--- config.mk ---
export PLATFORM = sky130hd
export DESIGN_NAME = exchange_sort_buffer
export DESIGN_NICKNAME = d
export VERILOG_FILES = /design/src/rtl/esb_pkg.sv /design/src/rtl/esb_cmp_swap.sv /design/src/rtl/exchange_sort_buffer.sv
export SDC_FILE = /design/constraint.sdc
export NUM_CORES = 1
export LEC_CHECK = 0
export BUFFER_PORTS_ARGS = -buffer_cell sky130_fd_sc_hd__buf_2
export CORE_ASPECT_RATIO = 1.25
export CORE_UTILIZATION = 30
export CTS_CLUSTER_DIAMETER = 30
export DETAILED_ROUTE_END_ITERATION = 10
export SYNTH_ARGS = -nofsm -noshare
export SYNTH_HDL_FRONTEND = slang
export SYNTH_SLANG_ARGS = --single-unit
--- constraint.sdc ---
create_clock -name clk -period 8.2 [get_ports clk]
set_input_delay 0.82 -clock clk [delete_from_list [all_inputs] [get_ports clk]]
set_output_delay 0.82 -clock clk [all_outputs]
set_load 0.01 [all_outputs]
--- src/rtl/esb_pkg.sv ---
// ----------------------------------------------------------------------------
// esb_pkg: shared types for the exchange sort buffer
// Request and result payloads, and the compare-exchange result bundle.
// ----------------------------------------------------------------------------
package esb_pkg;

	localparam int DATA_W = 32;

	typedef struct packed {
		logic signed [DATA_W-1:0] item_value;
		logic                     is_last;
	} req_t;

	typedef struct packed {
		logic signed [DATA_W-1:0] sorted_value;
		logic                     end_of_set;
		logic                     dropped;
	} res_t;

	// Outcome of one compare-exchange step.
	typedef struct packed {
		logic                     swap;
		logic signed [DATA_W-1:0] keep;
		logic signed [DATA_W-1:0] give;
	} cx_t;

endpackage

--- src/rtl/esb_cmp_swap.sv ---
// ----------------------------------------------------------------------------
// esb_cmp_swap: compare-exchange unit
// Signed compare of the held value against a candidate; keep the smaller.
// ----------------------------------------------------------------------------
module esb_cmp_swap import esb_pkg::*; (
	input  logic signed [DATA_W-1:0] held,
	input  logic signed [DATA_W-1:0] cand,
	output cx_t                      cx
);

	always_comb begin
		cx.swap = held > cand;
		cx.keep = cx.swap ? cand : held;
		cx.give = cx.swap ? held : cand;
	end

endmodule

--- src/rtl/exchange_sort_buffer.sv ---
// ----------------------------------------------------------------------------
// exchange_sort_buffer: collect a set of signed values, sort, stream out
// Loading: one request per cycle while idle; start is ignored while busy.
//   After the last request the set is sorted in place, one position per
//   pass, at a pace set by the single compare-exchange unit and the one
//   read port of the store. Each settled position is shown as a result.
// A new set is taken only once busy drops; results cannot be stalled.
// Reset: arst_n clears the sequencer, fill count and drop flag at once;
//   store contents stay undefined until written.
// ----------------------------------------------------------------------------
module exchange_sort_buffer import esb_pkg::*; #(
	parameter int MAX_ITEMS = 16
) (
	input  logic clk,
	input  logic arst_n,
	input  logic start,
	output logic busy,
	input  req_t request,
	output logic result_valid,
	output res_t result
);

	localparam int CW = $clog2(MAX_ITEMS + 1);
	localparam int IW = $clog2(MAX_ITEMS);

	typedef enum logic [1:0] {
		ST_IDLE,   // take requests, append to the store
		ST_FETCH,  // issue read of position i
		ST_HEAD,   // latch position i, start its scan
		ST_SCAN    // compare-exchange position i with j, one j per cycle
	} state_t;

	state_t                  state_q;
	logic [CW-1:0]           count_q;   // values held in the open set
	logic                    ovf_q;     // a value of the open set was dropped
	logic [IW-1:0]           i_q;       // position being settled
	logic [IW-1:0]           j_q;       // later position under compare
	logic signed [DATA_W-1:0] cur_q;    // running minimum for position i
	logic                    res_valid_q;
	res_t                    res_q;

	// Store: one write port, one registered read port.
	logic signed [DATA_W-1:0] mem [MAX_ITEMS];
	logic signed [DATA_W-1:0] rd_data_q;
	logic [IW-1:0]           rd_addr;
	logic [IW-1:0]           wr_addr;
	logic signed [DATA_W-1:0] wr_data;
	logic                    wr_en;

	logic                    room;
	logic [IW-1:0]           last_idx;
	cx_t                     cx;

	assign busy         = state_q != ST_IDLE;
	assign result_valid = res_valid_q;
	assign result       = res_q;

	assign room     = count_q < CW'(MAX_ITEMS);
	assign last_idx = IW'(count_q - CW'(1));

	esb_cmp_swap u_cmp (
		.held (cur_q),
		.cand (rd_data_q),
		.cx   (cx)
	);

	// Read address: position i, then the walk of j over later positions.
	always_comb begin
		case (state_q)
			ST_FETCH: rd_addr = i_q;
			ST_HEAD:  rd_addr = i_q + IW'(1);
			ST_SCAN:  rd_addr = j_q + IW'(1);
			default:  rd_addr = i_q;
		endcase
	end

	// Write port: append on a request, or push the larger value back to j.
	always_comb begin
		wr_en   = 1'b0;
		wr_addr = j_q;
		wr_data = cx.give;
		if (state_q == ST_IDLE) begin
			wr_en   = start && room;
			wr_addr = IW'(count_q);
			wr_data = request.item_value;
		end else if (state_q == ST_SCAN) begin
			wr_en = cx.swap;
		end
	end

	always_ff @(posedge clk) begin
		if (wr_en) begin
			mem[wr_addr] <= wr_data;
		end
		rd_data_q <= mem[rd_addr];
	end

	always_ff @(posedge clk or negedge arst_n) begin
		if (!arst_n) begin
			state_q     <= ST_IDLE;
			count_q     <= '0;
			ovf_q       <= 1'b0;
			i_q         <= '0;
			j_q         <= '0;
			res_valid_q <= 1'b0;
		end else begin
			res_valid_q <= 1'b0;
			case (state_q)
				ST_IDLE: begin
					if (start) begin
						// Append while there is room; otherwise drop and flag.
						if (room) begin
							count_q <= count_q + CW'(1);
						end else begin
							ovf_q <= 1'b1;
						end
						if (request.is_last) begin
							i_q     <= '0;
							state_q <= ST_FETCH;
						end
					end
				end
				ST_FETCH: begin
					state_q <= ST_HEAD;
				end
				ST_HEAD: begin
					if (i_q == last_idx) begin
						// Final position needs no scan: emit it and close the set.
						res_valid_q       <= 1'b1;
						res_q.sorted_value <= rd_data_q;
						res_q.end_of_set   <= 1'b1;
						res_q.dropped      <= ovf_q;
						count_q           <= '0;
						ovf_q             <= 1'b0;
						state_q           <= ST_IDLE;
					end else begin
						cur_q   <= rd_data_q;
						j_q     <= i_q + IW'(1);
						state_q <= ST_SCAN;
					end
				end
				ST_SCAN: begin
					cur_q <= cx.keep;
					if (j_q == last_idx) begin
						// Position i is settled: later passes never touch it.
						res_valid_q       <= 1'b1;
						res_q.sorted_value <= cx.keep;
						res_q.end_of_set   <= 1'b0;
						res_q.dropped      <= ovf_q;
						i_q               <= i_q + IW'(1);
						state_q           <= ST_FETCH;
					end else begin
						j_q <= j_q + IW'(1);
					end
				end
				default: begin
					state_q <= ST_IDLE;
				end
			endcase
		end
	end

`ifndef SYNTHESIS
	a_res_from_sort: assert property (@(posedge clk) disable iff (!arst_n)
		result_valid |-> $past(busy))
		else $error("result shown without a sort in progress");

	a_count_bound: assert property (@(posedge clk) disable iff (!arst_n)
		count_q <= CW'(MAX_ITEMS))
		else $error("fill count beyond capacity");

	a_scan_order: assert property (@(posedge clk) disable iff (!arst_n)
		state_q == ST_SCAN |-> j_q > i_q && j_q <= last_idx)
		else $error("scan index out of order");

	a_sort_nonempty: assert property (@(posedge clk) disable iff (!arst_n)
		busy |-> count_q != '0)
		else $error("sorting an empty set");

	a_set_closed: assert property (@(posedge clk) disable iff (!arst_n)
		result_valid && result.end_of_set |-> !busy && count_q == '0 && !ovf_q)
		else $error("set not cleared after its final result");
`endif

endmodule

# Yosys cells after proc, flatten, opt, wreduce, memory -nomap -nowiden
# Memory sizes are Yosys's and may differ from the RTL's. A register that Yosys moved wholly into a read port is not among the register bits.
# Index checks and enable logic that the tools add are counted.
# totals
regBits	83
mem_bits_rw	512
in_bits	36
out_inout_bits	36
word_cells	80
n_memories	1
# op_classes
addsub	4
magnitude_cmp	2
n_eq_ne	13
n_mux	37
n_reduce_logical	13
# memory_table
memory	depth	word_bits	read_ports	rd_clocked_by_memory_dff	write_ports	line	source
mem	16	32	1	1	1	exchange_sort_buffer.sv:43	logic signed [DATA_W-1:0] mem [MAX_ITEMS];
# op_table
op	n
$mux W32	4
$mux W34	2
$pmux W34 S2	1
$pmux W32 S2	1
$gt A32 B32 Y1	1
$mux W4	6
$pmux W4 S2	3
$reduce_and A4 Y1	4
$mux W5	3
$ne A2 B2 Y1 const B	7
$pmux W5 S2	1
$mux W1	9
$reduce_and A3 Y1	3
$add A4 B1 Y4 const B	2
$eq A4 B4 Y1	2
$mux W2	4
$pmux W2 S4	1
$reduce_bool A2 Y1	4
$add A5 B1 Y5 const B	1
$lt A5 B5 Y1 const B	1
$eq A2 B2 Y1 const B	2
$pmux W1 S2	2
$sub A4 B1 Y4 const B	1
$eq A2 B1 Y1 const B	1
other kinds (3)	3

# Logic depth before layout (Yosys ltp)
# logic_depth
ltp_word	5
ltp_mapped	11
depth_no_buf	9

# Hierarchy
# From an unflattened synthesis, not the netlist that was laid out.
# unflattened
cells_unflattened	2266
area_unflattened_um2	29560.9
# modules_own_cells
module	instances	cells_each	area_each_um2	seq_area_each_um2
exchange_sort_buffer	1	1543	25027.8	18422.7
esb_cmp_swap	1	723	4533.1	0.0

# Worst setup path after synthesis
# No wires, ideal clock.
# synth_timing
path_kind	flip-flop to flip-flop
startpoint	reg count_q[0]
endpoint	reg res_q (netlist bit result[0]), enable pin
setup_time_ns	0.477
t_arrival_ns	4.280
t_required_ns	7.723
path_slack_ns	3.443
stages_incl_launch_ff	8
path_buffers	1
period_less_slack_ns	4.757
path_cell_list	dfrtp_1 clkbuf_1 inv_1 ha_1 xor3_1 nor3_1 nand2_1 a211oi_1
# synth_between
elab_chain_cells	4
elab_cells_between_ends	6
cone_classes	1 x add/sub; 4 x eq/ne; 1 x reduce/logical
# synth_rtl
item	line	source
start: declaration	exchange_sort_buffer.sv:34	logic [CW-1:0] count_q;
start signal: assignment	exchange_sort_buffer.sv:113	count_q <= count_q + CW'(1);
$sub A4 B1 Y4 *	exchange_sort_buffer.sv:59	assign last_idx = IW'(count_q - CW'(1));
$eq A4 B4 Y1 (on tied branches)	exchange_sort_buffer.sv:127, exchange_sort_buffer.sv:144	
$ne A2 B2 Y1 (no line) or $ne A2 B1 Y1 (tied branches)	--	
$reduce_and A4 Y1 (no line) *	--	
end: declaration	exchange_sort_buffer.sv:40	res_t res_q;
# Every way passes the cells marked *; elsewhere a longest branch is shown, timed or not.
# A chain may end at the register's enable or synchronous reset.

# Worst setup path after layout
# layout_timing
startpoint	reg cur_q[31]
endpoint	mem mem[7][3], data pin
# layout_between
elab_chain_cells	3
# layout_rtl
item	line	source
start: declaration	exchange_sort_buffer.sv:38	logic signed [DATA_W-1:0] cur_q;
start signal: assignment	exchange_sort_buffer.sv:137	cur_q <= rd_data_q;
start signal: assignment	exchange_sort_buffer.sv:143	cur_q <= cx.keep;
$gt A32 B32 Y1	esb_cmp_swap.sv:12	cx.swap = held > cand;
$mux W32	esb_cmp_swap.sv:14	cx.give = cx.swap ? held : cand;
$mux W32	exchange_sort_buffer.sv:82	if (state_q == ST_IDLE) begin
via wr_data[3]	exchange_sort_buffer.sv:47	logic signed [DATA_W-1:0] wr_data;
end: declaration	exchange_sort_buffer.sv:43	
# The timed path passes the listed nets, and every way through them passes these cells.

==> flow_summary.ini <==
[placed_design]
place_congestion = 0.796
placement.io_buffers = 71
dpl.hpwl_mm = 38.2

[power_and_ir_drop]
pwr-share-seq_pct = 35.9
total_leakage_power_uw = 0.0104
internal_power_uw = 8690
vdd.ir_drop.worst_mv = 0.388
p_clk_share_pct = 28.3
switching_share_of_total_power_pct = 37.8
comb_power_share_pct = 35.8
switchingPower_uw = 5280
power.density_cell_area_nw_per_um2 = 446

[critical_path]
critical_path.max_fanout = 66
cp-end-kind = flip-flop
critical-path-top-delay-family = simple AND/OR/NAND/NOR gates
critPathLaunchType = flip-flop
slowest_delay_ns = 0.97
path_class = flip-flop to flip-flop
worst-endpoint-arrival_ns = 4.53
crit_chain = ha_1 > nand4_4 > nor2_1 > a211o_1 > nor3_1 > and4_4 > o21ai_0 > a2bb2oi_1
critical-path-slowest-cell = sky130_fd_sc_hd__a2bb2oi_1
buf_inv_stages_crit_path = 0
critical_path_required_ns = 8.46

[drt]
drc_viols = 0
wire_per_inst_microns = 20.0
viasPerCell = 5.06
routed_metal_1_wirelength_mm = 28.7
via_count = 16400
antenna_violating_nets_post_route = 0
top_signal_layer_used = met4
drt_pass1_iterations = 5
drt_wl_total_mm = 64.9
met2RoutedLength_mm = 31.2
initial_drc_count = 1518
route.met3.wl_mm = 3.59

[logic_synthesis]
avgSynthCellArea_sq_um = 13.6
synth.yosys.warnings = 0
post_synth_main_area_contributors = sky130_fd_sc_hd__edfxtp_1, sky130_fd_sc_hd__a211oi_1, sky130_fd_sc_hd__nand2_1
post_synth_instance_area_sq_um = 26500
ys_types = 72
net_count_after_synthesis = 2028
synth_top_area_share_pct = 65.5
ys.flop_type = sky130_fd_sc_hd__edfxtp_1
ys_seq_area_share_pct = 69.5
synth_edf_count = 578
ys_ff_latch = 627
syn_inst = 1952
async_set_or_reset_register_ratio_after_synthesis_pct = 2.71
yosys.area.top_type = sky130_fd_sc_hd__edfxtp_1

[cts]
post_cts_resize_count = 0
tritoncts = built
cts_buffer_depth = 3
cts_setup_buffers = 0
clock_transition_at_path_regs_ns = 0.06
clockRootBuffer = sky130_fd_sc_hd__clkbuf_16
clock_sinks = 627
insertion_delay_ns = 0.64
numCtsBuffers = 91
count_of_hold_buffers_inserted_by_post_cts_repair = 0
clock_tree.htree_level_count = 3

[grt]
global_route.usage.total_pct = 14.5
grt_max_degree = 201
grt_pass1_vias = 16500
globalRoute.totalOverflow = 0
antenna_found_initial = 0
grt_first_pass_wirelength_mm = 101

[sta]
achievable-frequency_mhz = 234
fin_crit_ns = 4.27
clock_skew_ns = 0.0318
worst-slew-pin-transition_ns = 1.25
final_min_period_over_clock_period_pct = 52.1
finalHoldViolations = 0
slew_headroom_pct = 16.3
tns_ns = 0
timing.final.setup_violations = 0
timing_max_transition_violations_final = 0
grt_setup_unrepaired = no

[floorplanning]
die_y_microns = 334
floorplan_row_count = 121
ioPinCount = 72
die-area_sq_um = 89500
floorplan.die.width_microns = 268
start_util_pct = 30.3
core_area_sq_um = 87400

[cells_and_area]
nNetsFinal = 2081
postLayoutCoreUtil_pct = 35.9
drive_gt1_share_pct = 16.2
layout-area-overhead-vs-synth_pct = 18.3
antenna_cells_inserted = 0

[outcome]
run_status = completed

[hold_path]
holdCritPathClass = input pin to asynchronous set/reset pin

[job]
drv_cap = 0
per-layer routing:
metal / track usage, % / vias to the layer above
met3: 2.28 / 84
met5: 0 / -
met2: 23.6 / 508
met4: 4.66 / 0
met1: 19.7 / 8251
li1: - / 7586
through the flow:
stage                     total power, uW  setup WS (ns)  instances  instance area (sq um)  hold slack, ns
after floorplan                      8060           3.44       1952                  26500           0.441
after global placement               9900           3.95       3080                  28200           0.461
after detailed placement            10000           3.85       3080                  28200           0.465
after CTS                           14000           3.85       3246                  31300           0.111
after global routing                14600           3.65       3246                  31300           0.148
final                               14000           3.93       3246                  31300           0.138
cell usage in the layout, fill, tap and decap left out, types with 10 or more instances in the layout:
master	synthesis	final
sky130_fd_sc_hd__buf_4	3	29
sky130_fd_sc_hd__nand2_1	293	293
sky130_fd_sc_hd__o21a_1	31	31
sky130_fd_sc_hd__clkinv_4	0	11
sky130_fd_sc_hd__mux2_2	30	30
sky130_fd_sc_hd__o21ai_0	49	49
sky130_fd_sc_hd__nand3_1	46	46
sky130_fd_sc_hd__clkbuf_1	106	11
sky130_fd_sc_hd__and2_1	88	88
sky130_fd_sc_hd__a31oi_1	66	66
sky130_fd_sc_hd__ha_1	40	40
sky130_fd_sc_hd__a311oi_1	64	64
sky130_fd_sc_hd__a2bb2oi_2	0	15
sky130_fd_sc_hd__nor2_4	10	16
sky130_fd_sc_hd__clkinvlp_4	0	12
sky130_fd_sc_hd__inv_6	0	10
sky130_fd_sc_hd__bufinv_16	0	12
sky130_fd_sc_hd__and2_0	42	42
sky130_fd_sc_hd__nor2_1	17	11
sky130_fd_sc_hd__dfrtp_1	17	17
sky130_fd_sc_hd__a21oi_1	86	84
sky130_fd_sc_hd__dfxtp_1	32	32
sky130_fd_sc_hd__buf_2	24	71
sky130_fd_sc_hd__a211oi_1	161	160
sky130_fd_sc_hd__inv_1	45	45
sky130_fd_sc_hd__edfxtp_1	578	578
sky130_fd_sc_hd__clkbuf_16	0	91
sky130_fd_sc_hd__a2bb2oi_1	32	17
worst paths after layout:
kind,cells past startpoint,slack (ns),start,endpoint
worst max register to register,8,3.93,cur_q[31],mem[7][3]
worst min register to register,0,0.47,ovf_q,result[0]
worst max-delay path,8,3.93,cur_q[31],mem[7][3]
max in group asynchronous,1,7.74,arst_n,j_q[1]
worst min-delay path,1,0.14,arst_n,result_valid
min in group clk,0,0.47,ovf_q,result[0]
flip-flops by register name, summed over array words and instances, names as in the netlist:
register,flops
rd_data_q,32
state_q,2
mem,512
j_q,4
i_q,4
result,34
cur_q,32
result_valid,1
count_q,5
ovf_q,1
cells by family after synthesis:
logic type | Yosys count | share of synthesized area (%)
AO/OA/AOI/OAI | 522 | 14.0
XOR/XNOR | 12 | 0.614
adder cells (fa/ha/maj) | 40 | 1.89
buffers and inverters | 189 | 2.90
flip-flops | 627 | 69.5
multiplexers | 35 | 1.47
AND/OR/NAND/NOR | 527 | 9.63
cells in the mapped netlist (4+ instances only):
cell                        instances
sky130_fd_sc_hd__nor3_1             6
sky130_fd_sc_hd__o21a_1            31
sky130_fd_sc_hd__nor2b_1            4
sky130_fd_sc_hd__clkbuf_1         106
sky130_fd_sc_hd__inv_1             45
sky130_fd_sc_hd__a21oi_1           86
sky130_fd_sc_hd__mux2_2            30
sky130_fd_sc_hd__nor2_1            17
sky130_fd_sc_hd__a2bb2oi_1         32
sky130_fd_sc_hd__dfrtp_1           17
sky130_fd_sc_hd__buf_2             24
sky130_fd_sc_hd__nor2_4            10
sky130_fd_sc_hd__a211oi_1         161
sky130_fd_sc_hd__and2_0            42
sky130_fd_sc_hd__nand2_1          293
sky130_fd_sc_hd__nand4_1            7
sky130_fd_sc_hd__dfxtp_1           32
sky130_fd_sc_hd__o21ai_0           49
sky130_fd_sc_hd__a311oi_1          64
sky130_fd_sc_hd__ha_1              40
sky130_fd_sc_hd__nand3_1           46
sky130_fd_sc_hd__edfxtp_1         578
sky130_fd_sc_hd__xnor2_1            6
sky130_fd_sc_hd__and2_1            88
sky130_fd_sc_hd__a31oi_1           66
sky130_fd_sc_hd__buf_1              8
power groups by stage:
stage	Combinational [uW]	Sequential, uW	Clock [uW]
6_report	5010	5010	3950
5_1_grt	5440	5050	4130
4_1_cts	5000	5010	4010
3_5_place_dp	4980	5070	0
3_3_place_gp	4850	5060	0
2_1_floorplan	3040	5020	0
cell type report:
cell class / count / area (sq um)
multi-input combinational: 1136 / 7540
fill: 8268 / 56000
tap: 1168 / 1460
clock inverter: 64 / 797
sequential: 627 / 18400
inverter: 46 / 173
timing repair buffer: 103 / 633
clock buffer: 102 / 2320
(Power assumes the default switching activity.)
